<file path="config.mk">
export PLATFORM = sky130hd
export DESIGN_NAME = line_keyword_risk_scanner
export DESIGN_NICKNAME = d
export VERILOG_FILES = /design/src/hdl/kwrs_pkg.sv /design/src/hdl/kwrs_cell.sv /design/src/hdl/line_keyword_risk_scanner.sv
export VERILOG_INCLUDE_DIRS = /design/src /design/src/hdl
export SDC_FILE = /design/constraint.sdc
export NUM_CORES = 1
export LEC_CHECK = 0
export ABC_AREA = 1
export BUFFER_PORTS_ARGS = -buffer_cell sky130_fd_sc_hd__buf_4
export CELL_PAD_IN_SITES_DETAIL_PLACEMENT = 1
export CELL_PAD_IN_SITES_GLOBAL_PLACEMENT = 2
export CORE_ASPECT_RATIO = 1.5
export CORE_MARGIN = 3
export CORE_UTILIZATION = 40
export CTS_BUF_LIST = sky130_fd_sc_hd__clkbuf_4 sky130_fd_sc_hd__clkbuf_8
export DETAILED_ROUTE_END_ITERATION = 8
export GPL_ROUTABILITY_DRIVEN = 0
export PLACE_DENSITY_LB_ADDON = 0.1
export SETUP_SLACK_MARGIN = 0.4
export SLEW_MARGIN = 20
export SYNTH_ARGS = -nofsm -noshare
export SYNTH_HDL_FRONTEND = slang
export SYNTH_SLANG_ARGS = --single-unit
</file>
<file path="constraint.sdc">
create_clock -name clk -period 1.86 [get_ports clk]
set_input_delay 0.186 -clock clk [delete_from_list [all_inputs] [get_ports clk]]
set_output_delay 0.186 -clock clk [all_outputs]
set_load 0.02 [all_outputs]
</file>
<file path="src/hdl/line_keyword_risk_scanner_assert.svh">
// ----------------------------------------------------------------------------
// line_keyword_risk_scanner_assert: shared assertion macros
// clocked on clk, held off while arst_n is low
// ----------------------------------------------------------------------------
`ifndef LINE_KEYWORD_RISK_SCANNER_ASSERT_SVH
`define LINE_KEYWORD_RISK_SCANNER_ASSERT_SVH

// same-cycle implication
`define KWRS_ASSERT_NOW(lbl, ante, cons) \
	lbl: assert property (@(posedge clk) disable iff (!arst_n) (ante) |-> (cons)) \
		else $error("kwrs assertion failed");

// next-cycle implication
`define KWRS_ASSERT_NEXT(lbl, ante, cons) \
	lbl: assert property (@(posedge clk) disable iff (!arst_n) (ante) |=> (cons)) \
		else $error("kwrs assertion failed");

`endif

</file>
<file path="src/hdl/kwrs_pkg.sv">
// ----------------------------------------------------------------------------
// kwrs_pkg
// keyword tables, widths and shared types of the line keyword risk scanner
// ----------------------------------------------------------------------------
package kwrs_pkg;

	localparam int CH_W      = 8;
	localparam int IDX_W     = 16;
	localparam int MAX_LINES = 65536;
	localparam int LINE_W    = (MAX_LINES > 2) ? $clog2(MAX_LINES) : 1;

	// longest keyword, one cell per keyword position
	localparam int CMP_LEN = 12;
	localparam int POS_W   = $clog2(CMP_LEN + 1);
	localparam int NUM_KW  = 17;

	typedef logic [NUM_KW-1:0]  kw_vec_t;
	typedef logic [CH_W-1:0]    kw_char_t;
	typedef kw_char_t [CMP_LEN-1:0] kw_row_t;
	typedef kw_row_t [NUM_KW-1:0]   kw_tbl_t;

	// control that every cell of the chain sees
	typedef struct packed {
		logic adv;   // an item is taken this cycle
		logic clr;   // that item closes its line
	} kwrs_ctl_t;

	// command words first, then overflow words, then memory words
	localparam logic [8*CMP_LEN-1:0] KW_STR [NUM_KW] = '{
		"system", "popen", "exec", "eval", "call", {"proc_", "open"}, "ShellExecute",
		"gets", "scanf", "strcpy", "strcat", "sprintf", "snprintf", "syslog",
		"memcpy", "memmove", "memset"
	};
	localparam int KW_LEN [NUM_KW] = '{
		6, 5, 4, 4, 4, 9, 12,
		4, 5, 6, 6, 7, 8, 6,
		6, 7, 6
	};

	localparam kw_vec_t CMD_MASK = kw_vec_t'(17'h0007F);
	localparam kw_vec_t OVF_MASK = kw_vec_t'(17'h03F80);
	localparam kw_vec_t MEM_MASK = kw_vec_t'(17'h1C000);

	// string literals sit right-justified, so the first letter is the highest byte
	function automatic kw_tbl_t build_kw_tbl();
		kw_tbl_t t;
		t = '0;
		for (int k = 0; k < NUM_KW; k++) begin
			for (int j = 0; j < CMP_LEN; j++) begin
				if (j < KW_LEN[k]) begin
					t[k][j] = KW_STR[k][8*(KW_LEN[k]-1-j) +: 8];
				end
			end
		end
		return t;
	endfunction

	localparam kw_tbl_t KW_AT = build_kw_tbl();

endpackage

</file>
<file path="src/hdl/kwrs_cell.sv">
// ----------------------------------------------------------------------------
// kwrs_cell
// one keyword position: extends every partial keyword match by the new byte
// ----------------------------------------------------------------------------
module kwrs_cell (
	input  logic                   clk,
	input  logic                   arst_n,
	input  kwrs_pkg::kwrs_ctl_t    ctl,
	input  logic [kwrs_pkg::POS_W-1:0] pos,
	input  logic [kwrs_pkg::CH_W-1:0]  ch,
	input  kwrs_pkg::kw_vec_t      prv,
	output kwrs_pkg::kw_vec_t      nxt,
	output kwrs_pkg::kw_vec_t      hit
);
	import kwrs_pkg::*;

	kw_vec_t ext;
	kw_vec_t nxt_q;

	// ext[k]: keyword k matched up to and including this position
	always_comb begin
		for (int k = 0; k < NUM_KW; k++) begin
			ext[k] = prv[k] && (pos < POS_W'(KW_LEN[k]))
				&& (ch == KW_AT[k][pos[POS_W-1:0]]);
			hit[k] = ext[k] && (pos == POS_W'(KW_LEN[k] - 1));
		end
	end

	always_ff @(posedge clk or negedge arst_n) begin
		if (!arst_n) begin
			nxt_q <= '0;
		end else if (ctl.adv) begin
			nxt_q <= ctl.clr ? '0 : ext;
		end
	end

	assign nxt = nxt_q;

endmodule

</file>
<file path="src/hdl/line_keyword_risk_scanner.sv">
// a line's result is registered and shows on the output in the cycle after its last byte is taken
// throughput: one byte per cycle while in_stall is low, set by the single compare stage in each chain cell
// and by the one output register, which may hold a result while the next byte enters
// input stalls only while a result is held and the output side stalls
// reset (arst_n low) clears the match chain, the flags, the line counter and out_valid
// ----------------------------------------------------------------------------
// line_keyword_risk_scanner
// flags command, overflow and memory keywords per text line, one byte per item
// ----------------------------------------------------------------------------
module line_keyword_risk_scanner (
	input  logic                        clk,
	input  logic                        arst_n,
	input  logic                        in_valid,
	output logic                        in_stall,
	input  logic [kwrs_pkg::CH_W-1:0]   ch,
	input  logic                        line_end,
	output logic                        out_valid,
	input  logic                        out_stall,
	output logic [kwrs_pkg::IDX_W-1:0]  line_index,
	output logic                        cmd_risk,
	output logic                        overflow_risk,
	output logic                        memory_risk
);
	import kwrs_pkg::*;

	// handshake
	logic accept;
	kwrs_ctl_t ctl;

	// chain of cells: chain[i] is the partial match vector entering cell i
	kw_vec_t chain [CMP_LEN];
	kw_vec_t hits  [CMP_LEN];
	kw_vec_t hit_all;

	// per-line state
	logic cmd_seen_q, overflow_seen_q, memory_seen_q, zero_seen_q;
	logic [LINE_W-1:0] line_count_q;
	logic zero_now, cmd_now, ovf_now, mem_now;

	// output register
	logic out_valid_q;
	logic [IDX_W-1:0] line_index_q;
	logic cmd_risk_q, overflow_risk_q, memory_risk_q;

	assign in_stall = out_valid_q && out_stall;
	assign accept   = in_valid && !in_stall;
	assign ctl.adv  = accept;
	assign ctl.clr  = line_end;

	// cell 0 starts every keyword with the empty prefix
	assign chain[0] = '1;

	for (genvar i = 0; i < CMP_LEN; i++) begin : g_cell
		if (i < CMP_LEN - 1) begin : g_mid
			kwrs_cell u_cell (
				.clk    (clk),
				.arst_n (arst_n),
				.ctl    (ctl),
				.pos    (POS_W'(i)),
				.ch     (ch),
				.prv    (chain[i]),
				.nxt    (chain[i+1]),
				.hit    (hits[i])
			);
		end else begin : g_last
			// the longest keyword ends here, nothing is handed on
			kwrs_cell u_cell (
				.clk    (clk),
				.arst_n (arst_n),
				.ctl    (ctl),
				.pos    (POS_W'(i)),
				.ch     (ch),
				.prv    (chain[i]),
				.nxt    (),
				.hit    (hits[i])
			);
		end
	end

	// a keyword ends at this byte if any cell reports it complete
	always_comb begin
		hit_all = '0;
		for (int i = 0; i < CMP_LEN; i++) begin
			hit_all = hit_all | hits[i];
		end
	end

	// a zero byte blocks matching for itself and the rest of its line
	assign zero_now = zero_seen_q || (ch == '0);
	assign cmd_now  = cmd_seen_q      || (!zero_now && |(hit_all & CMD_MASK));
	assign ovf_now  = overflow_seen_q || (!zero_now && |(hit_all & OVF_MASK));
	assign mem_now  = memory_seen_q   || (!zero_now && |(hit_all & MEM_MASK));

	// sticky flags and line counter
	always_ff @(posedge clk or negedge arst_n) begin
		if (!arst_n) begin
			cmd_seen_q      <= 1'b0;
			overflow_seen_q <= 1'b0;
			memory_seen_q   <= 1'b0;
			zero_seen_q     <= 1'b0;
			line_count_q    <= '0;
		end else if (accept) begin
			if (line_end) begin
				cmd_seen_q      <= 1'b0;
				overflow_seen_q <= 1'b0;
				memory_seen_q   <= 1'b0;
				zero_seen_q     <= 1'b0;
				if (line_count_q == LINE_W'(MAX_LINES - 1)) begin
					line_count_q <= '0;
				end else begin
					line_count_q <= line_count_q + 1'b1;
				end
			end else begin
				cmd_seen_q      <= cmd_now;
				overflow_seen_q <= ovf_now;
				memory_seen_q   <= mem_now;
				zero_seen_q     <= zero_now;
			end
		end
	end

	// output valid: set by a line end, dropped once taken
	always_ff @(posedge clk or negedge arst_n) begin
		if (!arst_n) begin
			out_valid_q <= 1'b0;
		end else if (accept && line_end) begin
			out_valid_q <= 1'b1;
		end else if (!out_stall) begin
			out_valid_q <= 1'b0;
		end
	end

	// output payload, loaded only when a line closes
	always_ff @(posedge clk) begin
		if (accept && line_end) begin
			line_index_q    <= IDX_W'(line_count_q);
			cmd_risk_q      <= cmd_now;
			overflow_risk_q <= ovf_now;
			memory_risk_q   <= mem_now;
		end
	end

	assign out_valid     = out_valid_q;
	assign line_index    = line_index_q;
	assign cmd_risk      = cmd_risk_q;
	assign overflow_risk = overflow_risk_q;
	assign memory_risk   = memory_risk_q;

	`include "line_keyword_risk_scanner_assert.svh"

	// a closing byte always leaves a result behind
	`KWRS_ASSERT_NEXT(a_line_end_result, accept && line_end, out_valid_q)
	// a byte inside a line never creates a result
	`KWRS_ASSERT_NEXT(a_no_spurious_result, accept && !line_end && !out_valid_q, !out_valid_q)
	// flags start clean after every line
	`KWRS_ASSERT_NEXT(a_flags_cleared, accept && line_end,
		!cmd_seen_q && !overflow_seen_q && !memory_seen_q && !zero_seen_q)
	// the line counter moves exactly once per line
	`KWRS_ASSERT_NEXT(a_count_moves, accept && line_end, line_count_q != $past(line_count_q))
	// no item is taken while a held result is stalled
	`KWRS_ASSERT_NOW(a_hold_blocks, out_valid_q && out_stall, !accept)

endmodule
</file>
==> summary.txt, run 1 <==
Clocking
  – CTS Sinks: 109
  – Root buf cell: clkbuf_8
  – CTS clk-pin slew, worst paths: around 0.1 ns
  – Worst skew pair latency: 0.38 ns
  – Max Buffers Root-to-Sink: 2
  – H-tree Lvls: 3
  – Num CTS Buffers: 9
  – CTS tree: done

Job
  – # Max-Cap Violations: 0

Placed design
  – Placed inst area: 5040 µm²
  – Final HPWL DP: between 8 and 9 mm
  – Port Buf Inserts: 33

Worst setup path
  – Req. time, crit path: 2.12 ns
  – CP max stage cell: dfrtp_1
  – Worst Path Arrival: 1.82 ns
  – Worst Setup EP: line_count_q[7]$_DFFE_PN0P_
  – CP startpoint kind: flip-flop
  – CP peak stage delay: 0.43 ns
  – FF-to-FF End: line_count_q[7]$_DFFE_PN0P_
  – Critical path capture point type: flip-flop
  – CP Launch Point: line_count_q[0]$_DFFE_PN0P_
  – Worst-case reg-to-reg path depth: 6
  – Cell Chain, Critical Path: ha_4 -> nand2_4 -> nor3_4 -> nand4_1 -> clkinv_2 -> a211oi_2
  – Worst reg2reg path startpoint: line_count_q[0]$_DFFE_PN0P_
  – CP max FO: 5
  – R2r setup slk: 0.31 ns
  – Crit path kind: reg2reg

Cells and area
  – Commonest non-fill, non-tap cells in the layout: 89 x dfrtp_1, 79 x inv_1, 69 x nand2_1
  – Layout cells sized above 1: 0.257
  – Finished Cell Area: 5610 µm²
  – Synthesis-to-finish area growth: 22.3%
  – Most common cell after layout, fill and taps aside: dfrtp_1
  – Layout Nets: 542
  – Antenna Cells: 0

Routing
  – Total Wirelength: 12.1 mm
  – First-pass DRT Iterations: 4
  – Via density: 5.21
  – Antenna-violating nets left: 0
  – 1st-iter DRT viols: 126
  – Drt drc: 0
  – Via count: between 3k and 4k
  – Routed len/inst: 17.8 µm

Synth
  – Synth Area in XOR/XNOR: 0.0115
  – Post-synthesis compound-gate area fraction: 0.120
  – Sequential area share after synthesis: 0.615
  – Mapped cell area: 4590 µm²
  – Netlist cell types: 36
  – Post-synthesis mux area share: 0
  – Yosys warns: 0
  – Synth Area in Adders: 0.00273
  – Post-synthesis simple-gate area fraction: 0.161
  – Largest family of logic cells by synthesized area: simple AND/OR/NAND/NOR gates
  – Syn nets: 478
  – Cells after Synth: 464
  – Post-synthesis average cell area: 9.89 µm²
  – FF+latch count, synth: 109

Status
  – Status: completed

Timing
  – Total Neg Setup Slack: 0 ns
  – Clk_skew: 0.00594 ns
  – Final hold violations: 0
  – Slew Viols, Final: 0
  – Rel. slew slack: 0.583
  – Fin crit share: 0.835
  – Worst-Margin Slew: 0.623 ns
  – RSZ-0062 raised after global routing: true
  – Setup violations, final: 0
  – Max Clk Rate: 644 MHz
  – Final min period: 1.55 ns

Power and ir drop
  – Power Dens Cells: 814 nW/µm²
  – Leakage: 0.00254 µW
  – Peak VDD IR: 0.338 mV

Hold path
  – Hold Crit Class: in2reg

Floorplan
  – Initial Utilization: 0.413
  – Chip height: 137 µm
  – Die ar.: around 13000 µm²
  – Die width: 93.4 µm
  – Num ports: 34
  – Core box area: 11100 µm²
  – Row count: 47

GRT
  – Most used routing layer: met2
  – Met3 usage: 0.0347
  – Met2 usage in global routing: 0.351
  – Largest net degree at the start of global routing: 57
  – First-pass GRT wire length: 19.2 mm
  – GRT met1 Usage: 0.233
  – Grt ovf: 0
  – Initial antenna violation count: 0
  – GRT Overall Usage: 0.199
  – Vias in the first global route: 3674
-- flip-flops by register name, summed over array words and instances (netlist names) --
name / cells
out_valid: 1
cmd_seen_q: 1
line_index: 16
memory_risk: 1
overflow_risk: 1
g_cell.g_mid.u_cell.nxt: 69
line_count_q: 16
overflow_seen_q: 1
memory_seen_q: 1
zero_seen_q: 1
cmd_risk: 1
-- how the worst min path moves through the flow --
stage,startpoint,to,cells after the start
4_1_cts,out_stall,out_valid$_DFFE_PN0P_,3
3_3_place_gp,arst_n,line_count_q[12]$_DFFE_PN0P_,1
5_1_grt,ch[4],g_cell[5].g_mid.u_cell.nxt[6]$_DFFE_PN0P_,4
3_5_place_dp,arst_n,line_count_q[12]$_DFFE_PN0P_,1
6_report,ch[4],g_cell[5].g_mid.u_cell.nxt[6]$_DFFE_PN0P_,4
2_1_floorplan,arst_n,cmd_seen_q$_DFFE_PN0P_,0
-- cell usage after synthesis --
| cell | n | area [µm²] |
|---|---|---|
| dfrtp_1 | 90 | 2250 |
| xnor2_1 | 2 | 17.5 |
| or2_4 | 1 | 8.76 |
| a32o_1 | 1 | 10.0 |
| nand2_2 | 4 | 25.0 |
| o32ai_1 | 7 | 61.3 |
| o22ai_1 | 36 | 225 |
| a211oi_1 | 1 | 7.51 |
| o31ai_1 | 2 | 15.0 |
| nor3_2 | 1 | 10.0 |
| nor2_2 | 2 | 12.5 |
| clkinv_1 | 1 | 3.75 |
| inv_1 | 80 | 300 |
| a21oi_1 | 10 | 50.1 |
| nand2_1 | 75 | 282 |
| buf_4 | 2 | 15.0 |
| nand3_1 | 32 | 160 |
| nor2_1 | 28 | 105 |
| nand4_2 | 1 | 12.5 |
| buf_2 | 7 | 35.0 |
| edfxtp_1 | 19 | 571 |
| nand2_4 | 1 | 11.3 |
| o22ai_2 | 3 | 37.5 |
| xor2_1 | 4 | 35.0 |
| o21ai_1 | 6 | 30.0 |
| inv_2 | 7 | 26.3 |
| ha_1 | 1 | 12.5 |
| buf_6 | 2 | 22.5 |
| nand4_1 | 7 | 43.8 |
| a41oi_1 | 1 | 8.76 |
| o21ai_0 | 19 | 95.1 |
| nand3_2 | 2 | 20.0 |
| clkbuf_1 | 2 | 7.51 |
| o41ai_1 | 1 | 8.76 |
| nor3_1 | 3 | 15.0 |
| nor2_4 | 3 | 33.8 |
-- through the flow --
| stage | total power [µW] | worst slack [ns] | hold slack (ns) | cells | utilization |
|---|---|---|---|---|---|
| finish | 4560 | 0.306 | 0.116 | 680 | 0.505 |
| global route | 4780 | 0.214 | 0.138 | 680 | 0.505 |
| CTS | 4530 | 0.352 | 0.0272 | 668 | 0.482 |
| detailed placement | 3070 | 0.163 | 0.158 | 643 | 0.454 |
| global placement | 3060 | 0.252 | 0.160 | 643 | 0.454 |
| floorplan | 2880 | 0.445 | -0.110 | 464 | - |
-- repair_timing --
action                                  CTS  global route
hold endpoints to repair                 28             0
resized for setup                        17            38
hold buffers                              1             0
pin swaps                                 7            12
gates cloned                              0             1
buffers inserted                          8            11
endpoints found under the setup margin   71            77
-- power breakdown --
part / switching, µW / total (µW) / internal, µW
registers: 65.6 / 2590 / 2530
logic: 362 / 613 / 250
clock network: 816 / 1360 / 542
total: 1240 / 4560 / 3320
-- cells by family after synthesis --
group	Yosys count
fa+ha+maj	1
simple gates	160
compound gates	87
xor+xnor	6
buf+inv	101
flops	109
-- layout make-up --
type,instances,area (µm²)
well taps,147,184
repair buffers,65,532
flip-flops and latches,109,2820
inverters,88,337
fillers,1237,5510
multi-input cells,255,1550
clock buffers,11,145
clock inverters,5,35.0
-- metal layers --
metal | up-vias | share of wire
li1 | 1663 | -
met1 | 1786 | 0.40
met2 | 70 | 0.53
met3 | 23 | 0.038
met4 | 0 | 0.033
met5 | - | 0
-- worst max-delay path, delay by kind of cell, from the launching register on --
kind | cells | cell delay [ns]
adder cells (fa/ha/maj) | 1 | 0.17
AO/OA/AOI/OAI | 1 | 0.05
buffers and inverters | 1 | 0.18
flip-flops | 1 | 0.43
AND/OR/NAND/NOR | 3 | 0.60
(Power assumes the default switching activity.)
==> run 2, diff against run 1 <==
==> constraint.sdc (replaced) <==
create_clock -name clk -period 1.5 [get_ports clk]
set_input_delay 0.15 -clock clk [delete_from_list [all_inputs] [get_ports clk]]
set_output_delay 0.15 -clock clk [all_outputs]
set_load 0.02 [all_outputs]
==> run 2 against run 1 <==
Against the previous run: sequential share of layout area shrank 9.4 points; register-to-register slack lost 0.28 ns; via count grew 7.5%; cell area grew 23%; die area is the same; count of clock-buffer cells in the layout shrank 1; total power grew 34%; hold slack gained 0.021 ns; critical path type unchanged; critical endpoint is now line_count_q[15]$_DFFE_PN0P_; largest power group unchanged.
==> summary.txt, run 2 (synthesis results as in run 1) <==
Status
  – Status: completed (unchanged)

Routing
  – Via density: 5.27 (was 5.21)
  – Drt drc: 0 (unchanged)
  – Via count: 3807 (was 3542)
  – Routed len/inst: 19.9 µm (was 17.8 µm)
  – First-pass DRT Iterations: 4 (unchanged)
  – 1st-iter DRT viols: 109 (was 126)
  – Antenna-violating nets left: 0 (unchanged)
  – Total Wirelength: 14.4 mm (was 12.1 mm)

Worst setup path
  – CP max stage cell: dfrtp_1 (unchanged)
  – R2r setup slk: 0.02 ns (was 0.31 ns)
  – CP max FO: 5 (unchanged)
  – Critical path capture point type: flip-flop (unchanged)
  – FF-to-FF End: line_count_q[15]$_DFFE_PN0P_ (was line_count_q[7]$_DFFE_PN0P_)
  – CP top delay family: simple AND/OR/NAND/NOR gates (unchanged)
  – Worst Path Arrival: 1.75 ns (was 1.82 ns)
  – CP startpoint kind: flip-flop (unchanged)
  – Cell Chain, Critical Path: ha_4 -> nand2_4 -> nor3_4 -> nand4_1 -> buf_6 -> nand2_2 -> a21oi_2 (was ha_4 -> nand2_4 -> nor3_4 -> nand4_1 -> clkinv_2 -> a211oi_2)
  – CP bufs+invs: 1 (unchanged)
  – Worst-case reg-to-reg path depth: 7 (was 6)
  – Worst reg2reg path startpoint: line_count_q[0]$_DFFE_PN0P_ (unchanged)
  – Crit path kind: reg2reg (unchanged)
  – CP peak stage delay: 0.44 ns (was 0.43 ns)
  – Req. time, crit path: 1.78 ns (was 2.12 ns)

Power and ir drop
  – Peak VDD IR: 0.501 mV (was 0.338 mV)
  – Power Dens Cells: 889 nW/µm² (was 814 nW/µm²)
  – Power after layout: 6130 µW (was 4560 µW)
  – Leakage: 0.00298 µW (was 0.00254 µW)

Floorplan
  – Die ar.: 12800 µm² (unchanged)
  – Die width: 93.4 µm (unchanged)
  – Chip height: 137 µm (unchanged)
  – Initial Utilization: 0.413 (unchanged)
  – Num ports: 34 (unchanged)
  – Core box area: 11100 µm² (unchanged)
  – Row count: 47 (unchanged)

Timing
  – Max Clk Rate: 677 MHz (was 644 MHz)
  – RSZ-0062 raised after global routing: true (unchanged)
  – Rel. slew slack: 0.612 (was 0.583)
  – Slew Viols, Final: 0 (unchanged)
  – Fin worst setup slack: 0.0226 ns (was 0.306 ns)
  – Setup violations, final: 0 (unchanged)
  – Final hold violations: 0 (unchanged)
  – Clk_skew: 0.00977 ns (was 0.00594 ns)
  – Final min period: 1.48 ns (was 1.55 ns)
  – Fin crit share: 0.985 (was 0.835)
  – Worst-Margin Slew: 0.580 ns (was 0.623 ns)

Clocking
  – Root buf cell: clkbuf_8 (unchanged)
  – H-tree Lvls: 3 (unchanged)
  – Num CTS Buffers: 9 (unchanged)
  – Worst skew pair latency: 0.38 ns (about the same)
  – CTS Sinks: 109 (unchanged)
  – Max Buffers Root-to-Sink: 2 (unchanged)
  – CTS tree: done (unchanged)
  – CTS clk-pin slew, worst paths: 0.10 ns (about the same)

Cells and area
  – Layout Nets: 584 (was 542)
  – Number of flip-flops in the largest register: 69 (unchanged)
  – Synthesis-to-finish area growth: 50.5% (was 22.3%)
  – Layout cells sized above 1: 0.487 (was 0.257)
  – # fillers: 1158 (was 1237)
  – Commonest non-fill, non-tap cells in the layout: 88 x dfrtp_1, 69 x inv_1, 60 x buf_4 (was 89 x dfrtp_1, 79 x inv_1, 69 x nand2_1)
  – Final std cells w/o fill: 722 (was 680)
  – Most common cell after layout, fill and taps aside: dfrtp_1 (unchanged)
  – Antenna Cells: 0 (unchanged)

Placed design
  – Placed instance count: 659 (was 643)
  – Pre-CTS worst setup slack: -0.101 ns (was 0.163 ns)
  – Port Buf Inserts: 33 (unchanged)
  – Final HPWL DP: 8.45 mm (was 8.70 mm)

Hold path
  – Hold path endpoint: g_cell[1].g_mid.u_cell.nxt[5]$_DFFE_PN0P_ (was g_cell[5].g_mid.u_cell.nxt[6]$_DFFE_PN0P_)
  – Hold Crit Class: in2reg (unchanged)
  – Hold Path Origin: ch[1] (was ch[4])
  – Hold Path Depth: 3 (was 4)

Job
  – # Max-Cap Violations: 0 (unchanged)

GRT
  – Vias in the first global route: 3852 (was 3674)
  – Initial antenna violation count: 0 (unchanged)
  – Largest net degree at the start of global routing: 91 (was 57)
  – Grt ovf: 0 (unchanged)
  – GRT Overall Usage: 0.204 (was 0.199)
  – First-pass GRT wire length: 20.0 mm (was 19.2 mm)
run 2: cell types whose count changed in the layout (fill, tap and decap cells not counted), sizes merged:
cell | before | now
clkbuf | 11 | 13
buf | 64 | 103
bufinv | 0 | 1
inv | 88 | 89
clkinvlp | 1 | 0
run 2: worst reg2reg max path, cell delays in order, from the launching register on:
cell and delay (ns):
dfrtp_1 0.44, ha_4 0.18, nand2_4 0.08, nor3_4 0.24, nand4_1 0.15, buf_6 0.17
nand2_2 0.08, a21oi_2 0.04
run 2: stage by stage:
stage	hold slack, ns	cell area (µm²)	TNS, ns	utilization
CTS	0.0968	5940	0	0.534
finish	0.137	6900	0	0.621
global route	0.131	6900	-0.393	0.621
global placement	0.230	5300	-0.182	0.477
detailed placement	0.241	5300	-0.557	0.477
floorplan	-0.146	4760	0	-
run 2: timing repair:
action	4_1_cts	5_1_grt
pin swaps	33	24
endpoints found under the hold margin	90	0
cloned	2	5
gates resized for setup	62	144
setup endpoints to repair	114	130
hold buffers	1	0
buffers inserted	21	18
run 2: routing by layer:
metal  GRT usage  share of wire
met2       0.380           0.57
met3      0.0341          0.021
met1       0.230           0.38
met4      0.0758          0.027
met5           0              0
run 2: how the worst max path moves through the flow:
stage / startpoint / endpoint / slack (ns) / cells after the start
after floorplan: out_valid$_DFFE_PN0P_ / g_cell[2].g_mid.u_cell.nxt[2]$_DFFE_PN0P_ / 0.14 / 8
after global placement: line_count_q[1]$_DFFE_PN0P_ / line_count_q[13]$_DFFE_PN0P_ / -0.06 / 6
after detailed placement: line_count_q[1]$_DFFE_PN0P_ / line_count_q[13]$_DFFE_PN0P_ / -0.10 / 6
after CTS: out_valid$_DFFE_PN0P_ / line_count_q[15]$_DFFE_PN0P_ / 0.06 / 9
after global routing: line_count_q[0]$_DFFE_PN0P_ / line_count_q[11]$_DFFE_PN0P_ / -0.06 / 7
final: line_count_q[0]$_DFFE_PN0P_ / line_count_q[15]$_DFFE_PN0P_ / 0.02 / 7
run 2: final cells by class:
type,count,area (µm²),area share
clock inverter,6,60.1,0.00870
clock buffer,10,131,0.0190
multi-input combinational,255,2210,0.320
inverter,88,365,0.0529
tap,147,184,0.0266
sequential,109,2830,0.409
timing repair buffer,107,1130,0.164
run 2: where the power goes:
part           total [µW]  internal (µW)  switching [µW]
logic                1090            488             600
registers            3260           3140             122
clock network        1790            791             996
total                6130           4420            1720
